## config.mk

```make
export PLATFORM = sky130hd
export DESIGN_NAME = midpoint_line_rasterizer_core
export DESIGN_NICKNAME = d
export VERILOG_FILES = /design/src/hdl/mlr_pkg.sv /design/src/hdl/midpoint_line_rasterizer_core.sv
export SDC_FILE = /design/constraint.sdc
export NUM_CORES = 1
export LEC_CHECK = 0
export ABC_AREA = 1
export BUFFER_PORTS_ARGS = -buffer_cell sky130_fd_sc_hd__buf_2
export CAP_MARGIN = 20
export CORE_ASPECT_RATIO = 0.9
export CORE_MARGIN = 2
export CORE_UTILIZATION = 59
export CTS_BUF_LIST = sky130_fd_sc_hd__clkbuf_8
export CTS_CLUSTER_DIAMETER = 50
export CTS_CLUSTER_SIZE = 8
export DETAILED_ROUTE_END_ITERATION = 16
export HOLD_SLACK_MARGIN = 0.05
export PLACE_DENSITY = 0.78
export SLEW_MARGIN = 20
export SYNTH_ARGS = -nofsm -noshare
export SYNTH_HDL_FRONTEND = slang
export SYNTH_SLANG_ARGS = --single-unit
```

## constraint.sdc

```tcl
create_clock -name clock -period 17.3 [get_ports clock]
set_input_delay 0.865 -clock clock [delete_from_list [all_inputs] [get_ports clock]]
set_output_delay 0.865 -clock clock [all_outputs]
set_load 0.02 [all_outputs]
```

## src/hdl/mlr_pkg.sv

```systemverilog
// Shared constants and types for the midpoint line rasterizer.
package mlr_pkg;

   // Coordinate width and the width of the signed decision arithmetic.
   localparam int COORD_BITS = 12;
   localparam int DEC_BITS   = COORD_BITS + 4;

   // Request modes.
   localparam logic MODE_START = 1'b0;
   localparam logic MODE_STEP  = 1'b1;

   // Kind of the line being drawn.
   typedef enum logic [1:0] {
      KIND_SHALLOW    = 2'd0,
      KIND_STEEP      = 2'd1,
      KIND_VERTICAL   = 2'd2,
      KIND_HORIZONTAL = 2'd3
   } kind_type;

   // Response status codes.
   typedef enum logic [1:0] {
      ST_OK        = 2'd0,
      ST_NEG_SLOPE = 2'd1,
      ST_NO_LINE   = 2'd2
   } status_type;

endpackage

```

## src/hdl/midpoint_line_rasterizer_core.sv

```systemverilog
// Midpoint line rasterizer core: one pixel response for every request.
// Throughput: one request per cycle while the response is not stalled; the setup or
// the step of one request is a single registered pass, and the decision variable feeds
// back through one add per cycle. Each result is held in the response register.
// Reset (synchronous, active high) clears the line state to an idle shallow line at the origin
// and empties the request and response registers.
module midpoint_line_rasterizer_core (
   input  logic                            clock,
   input  logic                            reset,
   input  logic                            req_valid,
   output logic                            req_stall,
   input  logic                            req_mode,
   input  logic [mlr_pkg::COORD_BITS-1:0]  req_start_x,
   input  logic [mlr_pkg::COORD_BITS-1:0]  req_start_y,
   input  logic [mlr_pkg::COORD_BITS-1:0]  req_end_x,
   input  logic [mlr_pkg::COORD_BITS-1:0]  req_end_y,
   output logic                            rsp_valid,
   input  logic                            rsp_stall,
   output logic [mlr_pkg::COORD_BITS-1:0]  rsp_pixel_x,
   output logic [mlr_pkg::COORD_BITS-1:0]  rsp_pixel_y,
   output logic                            rsp_last_pixel,
   output mlr_pkg::status_type             rsp_status
);
   import mlr_pkg::*;

   localparam int EXT_BITS = DEC_BITS - COORD_BITS;

   // Request register.
   logic                  req_valid_ff, req_valid_in;
   logic                  mode_ff;
   logic [COORD_BITS-1:0] sx_ff, sy_ff, ex_ff, ey_ff;

   // Line state.
   logic [COORD_BITS-1:0]      cur_x_ff, cur_x_in, cur_y_ff, cur_y_in;
   logic [COORD_BITS-1:0]      stop_x_ff, stop_x_in, stop_y_ff, stop_y_in;
   logic signed [DEC_BITS-1:0] decision_ff, decision_in;
   logic signed [DEC_BITS-1:0] inc_straight_ff, inc_straight_in;
   logic signed [DEC_BITS-1:0] inc_diagonal_ff, inc_diagonal_in;
   kind_type                   line_kind_ff, line_kind_in;
   logic                       line_active_ff, line_active_in;

   // Response register.
   logic                  rsp_valid_ff, rsp_valid_in;
   logic [COORD_BITS-1:0] pixel_x_ff, pixel_x_in, pixel_y_ff, pixel_y_in;
   logic                  last_ff, last_in;
   status_type            status_ff, status_in;

   // Handshake control.
   logic out_ready;
   logic process;
   logic accept;

   // Start setup signals.
   logic [COORD_BITS-1:0]      x0, y0, x1, y1;
   logic [COORD_BITS-1:0]      dx, dy;
   logic signed [DEC_BITS-1:0] dx_ext, dy_ext;
   logic                       swap_both;

   // Step signals.
   logic [COORD_BITS-1:0] cur_x_inc, cur_y_inc;
   logic                  step_last;

   // The request register advances whenever the response register can take a result.
   assign out_ready = !rsp_valid_ff || !rsp_stall;
   assign process   = req_valid_ff && out_ready;
   assign req_stall = req_valid_ff && !out_ready;
   assign accept    = req_valid && !req_stall;

   assign rsp_valid      = rsp_valid_ff;
   assign rsp_pixel_x    = pixel_x_ff;
   assign rsp_pixel_y    = pixel_y_ff;
   assign rsp_last_pixel = last_ff;
   assign rsp_status     = status_ff;

   // Endpoint ordering: swap when both coordinates decrease, then order axis-aligned lines.
   always_comb begin
      swap_both = (sx_ff > ex_ff) && (sy_ff > ey_ff);
      x0 = swap_both ? ex_ff : sx_ff;
      y0 = swap_both ? ey_ff : sy_ff;
      x1 = swap_both ? sx_ff : ex_ff;
      y1 = swap_both ? sy_ff : ey_ff;
      if (x0 == x1) begin
         if (y0 > y1) begin
            y0 = swap_both ? sy_ff : ey_ff;
            y1 = swap_both ? ey_ff : sy_ff;
         end
      end else if (y0 == y1) begin
         if (x0 > x1) begin
            x0 = swap_both ? sx_ff : ex_ff;
            x1 = swap_both ? ex_ff : sx_ff;
         end
      end
      dx     = x1 - x0;
      dy     = y1 - y0;
      dx_ext = {{EXT_BITS{1'b0}}, dx};
      dy_ext = {{EXT_BITS{1'b0}}, dy};
   end

   // Increments along each axis and the end test of a step.
   always_comb begin
      cur_x_inc = cur_x_ff + 1'b1;
      cur_y_inc = cur_y_ff + 1'b1;
      step_last = 1'b0;
   end

   // Next state of the line and of the response register.
   always_comb begin
      cur_x_in        = cur_x_ff;
      cur_y_in        = cur_y_ff;
      stop_x_in       = stop_x_ff;
      stop_y_in       = stop_y_ff;
      decision_in     = decision_ff;
      inc_straight_in = inc_straight_ff;
      inc_diagonal_in = inc_diagonal_ff;
      line_kind_in    = line_kind_ff;
      line_active_in  = line_active_ff;
      pixel_x_in      = pixel_x_ff;
      pixel_y_in      = pixel_y_ff;
      last_in         = last_ff;
      status_in       = status_ff;

      if (process) begin
         if (mode_ff == MODE_START) begin
            if ((x0 != x1) && (y0 != y1) && ((x0 > x1) || (y0 > y1))) begin
               // Negative slope: reject and drop any active line.
               line_active_in = 1'b0;
               pixel_x_in     = '0;
               pixel_y_in     = '0;
               last_in        = 1'b0;
               status_in      = ST_NEG_SLOPE;
            end else begin
               decision_in     = '0;
               inc_straight_in = '0;
               inc_diagonal_in = '0;
               if (x0 == x1) begin
                  line_kind_in = KIND_VERTICAL;
               end else if (y0 == y1) begin
                  line_kind_in = KIND_HORIZONTAL;
               end else if (dy <= dx) begin
                  line_kind_in    = KIND_SHALLOW;
                  decision_in     = dx_ext - (dy_ext <<< 1);
                  inc_straight_in = -(dy_ext <<< 1);
                  inc_diagonal_in = (dx_ext - dy_ext) <<< 1;
               end else begin
                  line_kind_in    = KIND_STEEP;
                  decision_in     = (dx_ext <<< 1) - dy_ext;
                  inc_straight_in = dx_ext <<< 1;
                  inc_diagonal_in = (dx_ext - dy_ext) <<< 1;
               end
               cur_x_in   = x0;
               cur_y_in   = y0;
               stop_x_in  = x1;
               stop_y_in  = y1;
               // Only a vertical line can start on its end point (a single point).
               last_in    = (x0 == x1) && (y0 == y1);
               line_active_in = !((x0 == x1) && (y0 == y1));
               pixel_x_in = x0;
               pixel_y_in = y0;
               status_in  = ST_OK;
            end
         end else if (!line_active_ff) begin
            pixel_x_in = '0;
            pixel_y_in = '0;
            last_in    = 1'b0;
            status_in  = ST_NO_LINE;
         end else begin
            // Advance one pixel along the driving axis.
            unique case (line_kind_ff)
               KIND_SHALLOW: begin
                  cur_x_in = cur_x_inc;
                  if (decision_ff[DEC_BITS-1]) begin
                     cur_y_in    = cur_y_inc;
                     decision_in = decision_ff + inc_diagonal_ff;
                  end else begin
                     decision_in = decision_ff + inc_straight_ff;
                  end
               end
               KIND_STEEP: begin
                  cur_y_in = cur_y_inc;
                  if (decision_ff[DEC_BITS-1]) begin
                     decision_in = decision_ff + inc_straight_ff;
                  end else begin
                     cur_x_in    = cur_x_inc;
                     decision_in = decision_ff + inc_diagonal_ff;
                  end
               end
               KIND_VERTICAL: begin
                  cur_y_in = cur_y_inc;
               end
               default: begin
                  cur_x_in = cur_x_inc;
               end
            endcase
            if ((line_kind_ff == KIND_SHALLOW) || (line_kind_ff == KIND_HORIZONTAL)) begin
               last_in = step_last || (cur_x_in == stop_x_ff);
            end else begin
               last_in = step_last || (cur_y_in == stop_y_ff);
            end
            line_active_in = !last_in;
            pixel_x_in     = cur_x_in;
            pixel_y_in     = cur_y_in;
            status_in      = ST_OK;
         end
      end

      req_valid_in = accept ? 1'b1 : (process ? 1'b0 : req_valid_ff);
      rsp_valid_in = process ? 1'b1 : (rsp_valid_ff && rsp_stall);
   end

   // Control registers.
   always_ff @(posedge clock) begin
      if (reset) begin
         req_valid_ff    <= 1'b0;
         rsp_valid_ff    <= 1'b0;
         cur_x_ff        <= '0;
         cur_y_ff        <= '0;
         stop_x_ff       <= '0;
         stop_y_ff       <= '0;
         decision_ff     <= '0;
         inc_straight_ff <= '0;
         inc_diagonal_ff <= '0;
         line_kind_ff    <= KIND_SHALLOW;
         line_active_ff  <= 1'b0;
      end else begin
         req_valid_ff    <= req_valid_in;
         rsp_valid_ff    <= rsp_valid_in;
         cur_x_ff        <= cur_x_in;
         cur_y_ff        <= cur_y_in;
         stop_x_ff       <= stop_x_in;
         stop_y_ff       <= stop_y_in;
         decision_ff     <= decision_in;
         inc_straight_ff <= inc_straight_in;
         inc_diagonal_ff <= inc_diagonal_in;
         line_kind_ff    <= line_kind_in;
         line_active_ff  <= line_active_in;
      end
   end

   // Payload registers.
   always_ff @(posedge clock) begin
      if (accept) begin
         mode_ff <= req_mode;
         sx_ff   <= req_start_x;
         sy_ff   <= req_start_y;
         ex_ff   <= req_end_x;
         ey_ff   <= req_end_y;
      end
      pixel_x_ff <= pixel_x_in;
      pixel_y_ff <= pixel_y_in;
      last_ff    <= last_in;
      status_ff  <= status_in;
   end

   // A rejected or empty response carries no pixel.
   assert property (@(posedge clock) disable iff (reset)
      (rsp_valid_ff && (status_ff != ST_OK)) |->
         ((pixel_x_ff == '0) && (pixel_y_ff == '0) && !last_ff))
   else $error("non-pixel response carries pixel data");

   // A request held back by a stalled response stays in the request register.
   assert property (@(posedge clock) disable iff (reset)
      (req_valid_ff && !out_ready) |=> req_valid_ff)
   else $error("request lost while response stalled");

   // An active vertical line never leaves its column.
   assert property (@(posedge clock) disable iff (reset)
      (line_active_ff && (line_kind_ff == KIND_VERTICAL)) |-> (cur_x_ff == stop_x_ff))
   else $error("vertical line left its column");

   // An active horizontal line never leaves its row.
   assert property (@(posedge clock) disable iff (reset)
      (line_active_ff && (line_kind_ff == KIND_HORIZONTAL)) |-> (cur_y_ff == stop_y_ff))
   else $error("horizontal line left its row");

endmodule

```

==> flow_summary.ini <==
[clock_tree]
htreeDepth = 4
cts_tree = done
cts_root_buffer = clkbuf_8
cts_hold_buf = 0
ctsResizeCount = 0
cts_buffers = 17
cts_setup_buffers = 0
cts.sinks = 172
path_clk_slew_ns = 0.11
cts_max_path_buffers = 2
clk_latency_ns = 0.48

[cells_and_area]
drive_gt1_share_pct = 9.724
n_antenna_cell = 0
nNetsFinal = 2178
final_util_pct = 64.24
instances_no_fill = 2323
area_growth_pct = 6.339

[critical_path]
critPathMaxFanout = 86
crit_path_end_kind = flip-flop
worst_ep_arrival_time_ns = 9.37
cp_slowest_stage_delay_ns = 0.75
cpMostUsedCell = nand2_1
required_ns = 17.65
start_kind = flip-flop
worstSetupPathType = flip-flop to flip-flop
cp_slowest_cell = nand3_4

[floorplanning]
die_width_um = 164.5
num_io_pins = 82
core_area_mm2 = 0.02264
die_h_um = 148.4
rows = 52
start_util_pct = 60.41
dieArea_mm2 = 0.02442

[logic_synthesis]
syn_nets = 2138
synth_top_family_by_area = simple AND/OR/NAND/NOR gates
netlist.area_leader.share_pct = 16.69
syn-instance-count = 1973
synthArstFlopShare_pct = 0
ys_warn_count = 0
synth-main-ff-cell = dfxtp_1
avgSynthCellArea_um2 = 6.932
synth_area_leaders = edfxtp_1 (17%), dfxtp_1 (14%), nand2_1 (13%), ha_1 (9.8%), inv_1 (7.3%)
synthXorXnorAreaFrac_pct = 3.632
synth.mux.area_fraction_pct = 0
yosysUniqueCellTypes = 60
synth_enable_flop_cells = 76
synth_top_area_cell = edfxtp_1
synth.yosys.seq_area_share_pct = 30.74
synthAdderAreaFrac_pct = 10.52
syn_area_mm2 = 0.01368
synth-simple-area-share_pct = 23.99
synth_seq_cells = 172
synth_compound_area_share_pct = 20.66

[timing]
min_period_ns = 9.022
relSlewSlack_pct = 33.86
tightest_slew_ns = 0.9897
fin_hold_ws_ns = 0.4769
tns_ns = 0
hold_viol = 0
max_freq_ghz = 0.1108
rsz0062_at_grt = no
fin_skew_ns = 0.01925
final-setup-viol-count = 0
fin_crit_sh_pct = 52.15
slew_viol_final = 0

[grt]
grt_usage_pct = 32.13
grt_pass1_vias = 12220
antenna_found_initial = 0
grt_pass1_wl_um = 61850
grt_max_degree = 87
grt_overflow = 0

[detailed_routing]
dr_total_vias = 13380
avgViaCountPerCell = 5.759
drt-pass1-iter-count = 6
route.detailed.drc = 0
wl_per_cell_um = 16.63
ant_nets = 0
drtIter0Drc = 1463
totalWireLength_um = 38630

[placement]
portBuffers = 81
hpwl_um = 29320
place_inst = 2291
place_congestion = 0.9453

[power]
clockPowerShare_pct = 17.6
leakagePower_nw = 6.765
p_sw_share_pct = 46.63
cellPowerDensity_mw_per_mm2 = 109.4
p_comb_share_pct = 53.3
max-vdd-ir-drop_mv = 0.07128
seq_power_share_pct = 29.1
power_switching_mw = 0.7423
p_int_mw = 0.8495

[hold_path]
hold_class = flip-flop to flip-flop

[run_status]
status = completed

[run]
drv_cap = 0
## per-layer routing
layer | global-route usage [%] | share of wire, %
met1 | 46.46 | 46
met2 | 49.39 | 43
met3 | 5.633 | 8.7
met4 | 9.087 | 1.6
met5 | 0 | 0
## worst max-delay path, delay by kind of cell, from the launching register on
kind | cells | cell delay [ns]
simple gates | 21 | 3.11
fa+ha+maj | 4 | 1.19
flops | 1 | 0.44
xor+xnor | 1 | 0.15
buf+inv | 6 | 1.36
compound gates | 14 | 2.54
## cell usage after synthesis (5+ instances only)
cell type	instances
nand4_1	18
a31oi_1	6
inv_1	267
nand2_1	461
xor2_1	43
fa_1	5
o211ai_1	6
or2_2	17
o21a_1	12
o22ai_1	25
inv_2	15
a211oi_1	16
buf_2	23
o21ai_1	43
nor2_1	142
o21ai_0	185
nor3_1	10
ha_1	107
buf_6	8
dfxtp_1	96
xnor2_1	10
nand3_1	96
a21oi_2	5
o21bai_1	14
edfxtp_1	76
clkbuf_1	34
nand2_2	14
a21oi_1	159
## final timing paths
check / startpoint / endpoint / slack, ns / cells past startpoint
worst max register to register: sx_ff[11] / decision_ff[2] / 8.28 / 46
worst min register to register: inc_diagonal_ff[8] / inc_diagonal_ff[8] / 0.48 / 2
worst max-delay path: sx_ff[11] / decision_ff[2] / 8.28 / 46
worst min-delay path: inc_diagonal_ff[8] / inc_diagonal_ff[8] / 0.48 / 2
## state kept, by name, summed over array words and instances (netlist names), 2 cells and up
name / count
rsp_pixel_x: 12
decision_ff: 15
inc_straight_ff: 15
cur_x_ff: 12
rsp_status: 2
ex_ff: 12
line_kind_ff: 2
ey_ff: 12
sy_ff: 12
cur_y_ff: 12
stop_y_ff: 12
inc_diagonal_ff: 13
sx_ff: 12
rsp_pixel_y: 12
stop_x_ff: 12
## metrics by stage
stage	setup slack (ns)	cell area (µm²)	total power, mW
global route	7.262	14540	1.714
finish	8.278	14540	1.592
global placement	8.600	14170	1.279
CTS	8.162	14540	1.576
floorplan	10.59	13680	1.106
detailed placement	8.242	14170	1.296
## cells by family (layout without fill, tap and decap cells)
family / Yosys count / count (layout)
AOI/OAI and AO/OA: 503 / 503
xor gates and xnor gates: 55 / 55
adders and majority gates: 112 / 112
buffers and inverters: 354 / 407
DFF: 172 / 172
and+or+nand+nor: 777 / 777
## power by group through the flow
stage,sequential (mW),clock [mW],combinational [mW]
floorplan,0.473,0,0.633
global placement,0.471,0,0.808
detailed placement,0.472,0,0.824
CTS,0.462,0.283,0.830
global route,0.465,0.297,0.952
finish,0.463,0.281,0.848
## layout make-up
class	count	area, µm²
clock buffers	17	234.0
flip-flops and latches	172	4204
repair buffers	90	473.0
fillers	2087	8098
multi-input cells	1447	8053
clock inverters	15	135.1
inverters	285	1074
well taps	297	371.6
## placed cells by master (no fill, tap or decap), types with 9 or more instances in the layout
master    count
inv_1       265
or2_2        17
buf_2        81
o21bai_1     14
dfxtp_1      96
buf_4         9
nand2_2      14
nand4_1      18
o21ai_0     185
nand2_1     461
ha_1        107
o21ai_1      43
clkbuf_8     17
nand3_1      96
nor3_1       10
nor2_1      142
edfxtp_1     76
inv_2        16
a21oi_1     158
o22ai_1      25
a211oi_1     16
xor2_1       43
o21a_1       12
xnor2_1      10
Note: power is estimated with default switching activity, not from simulation.
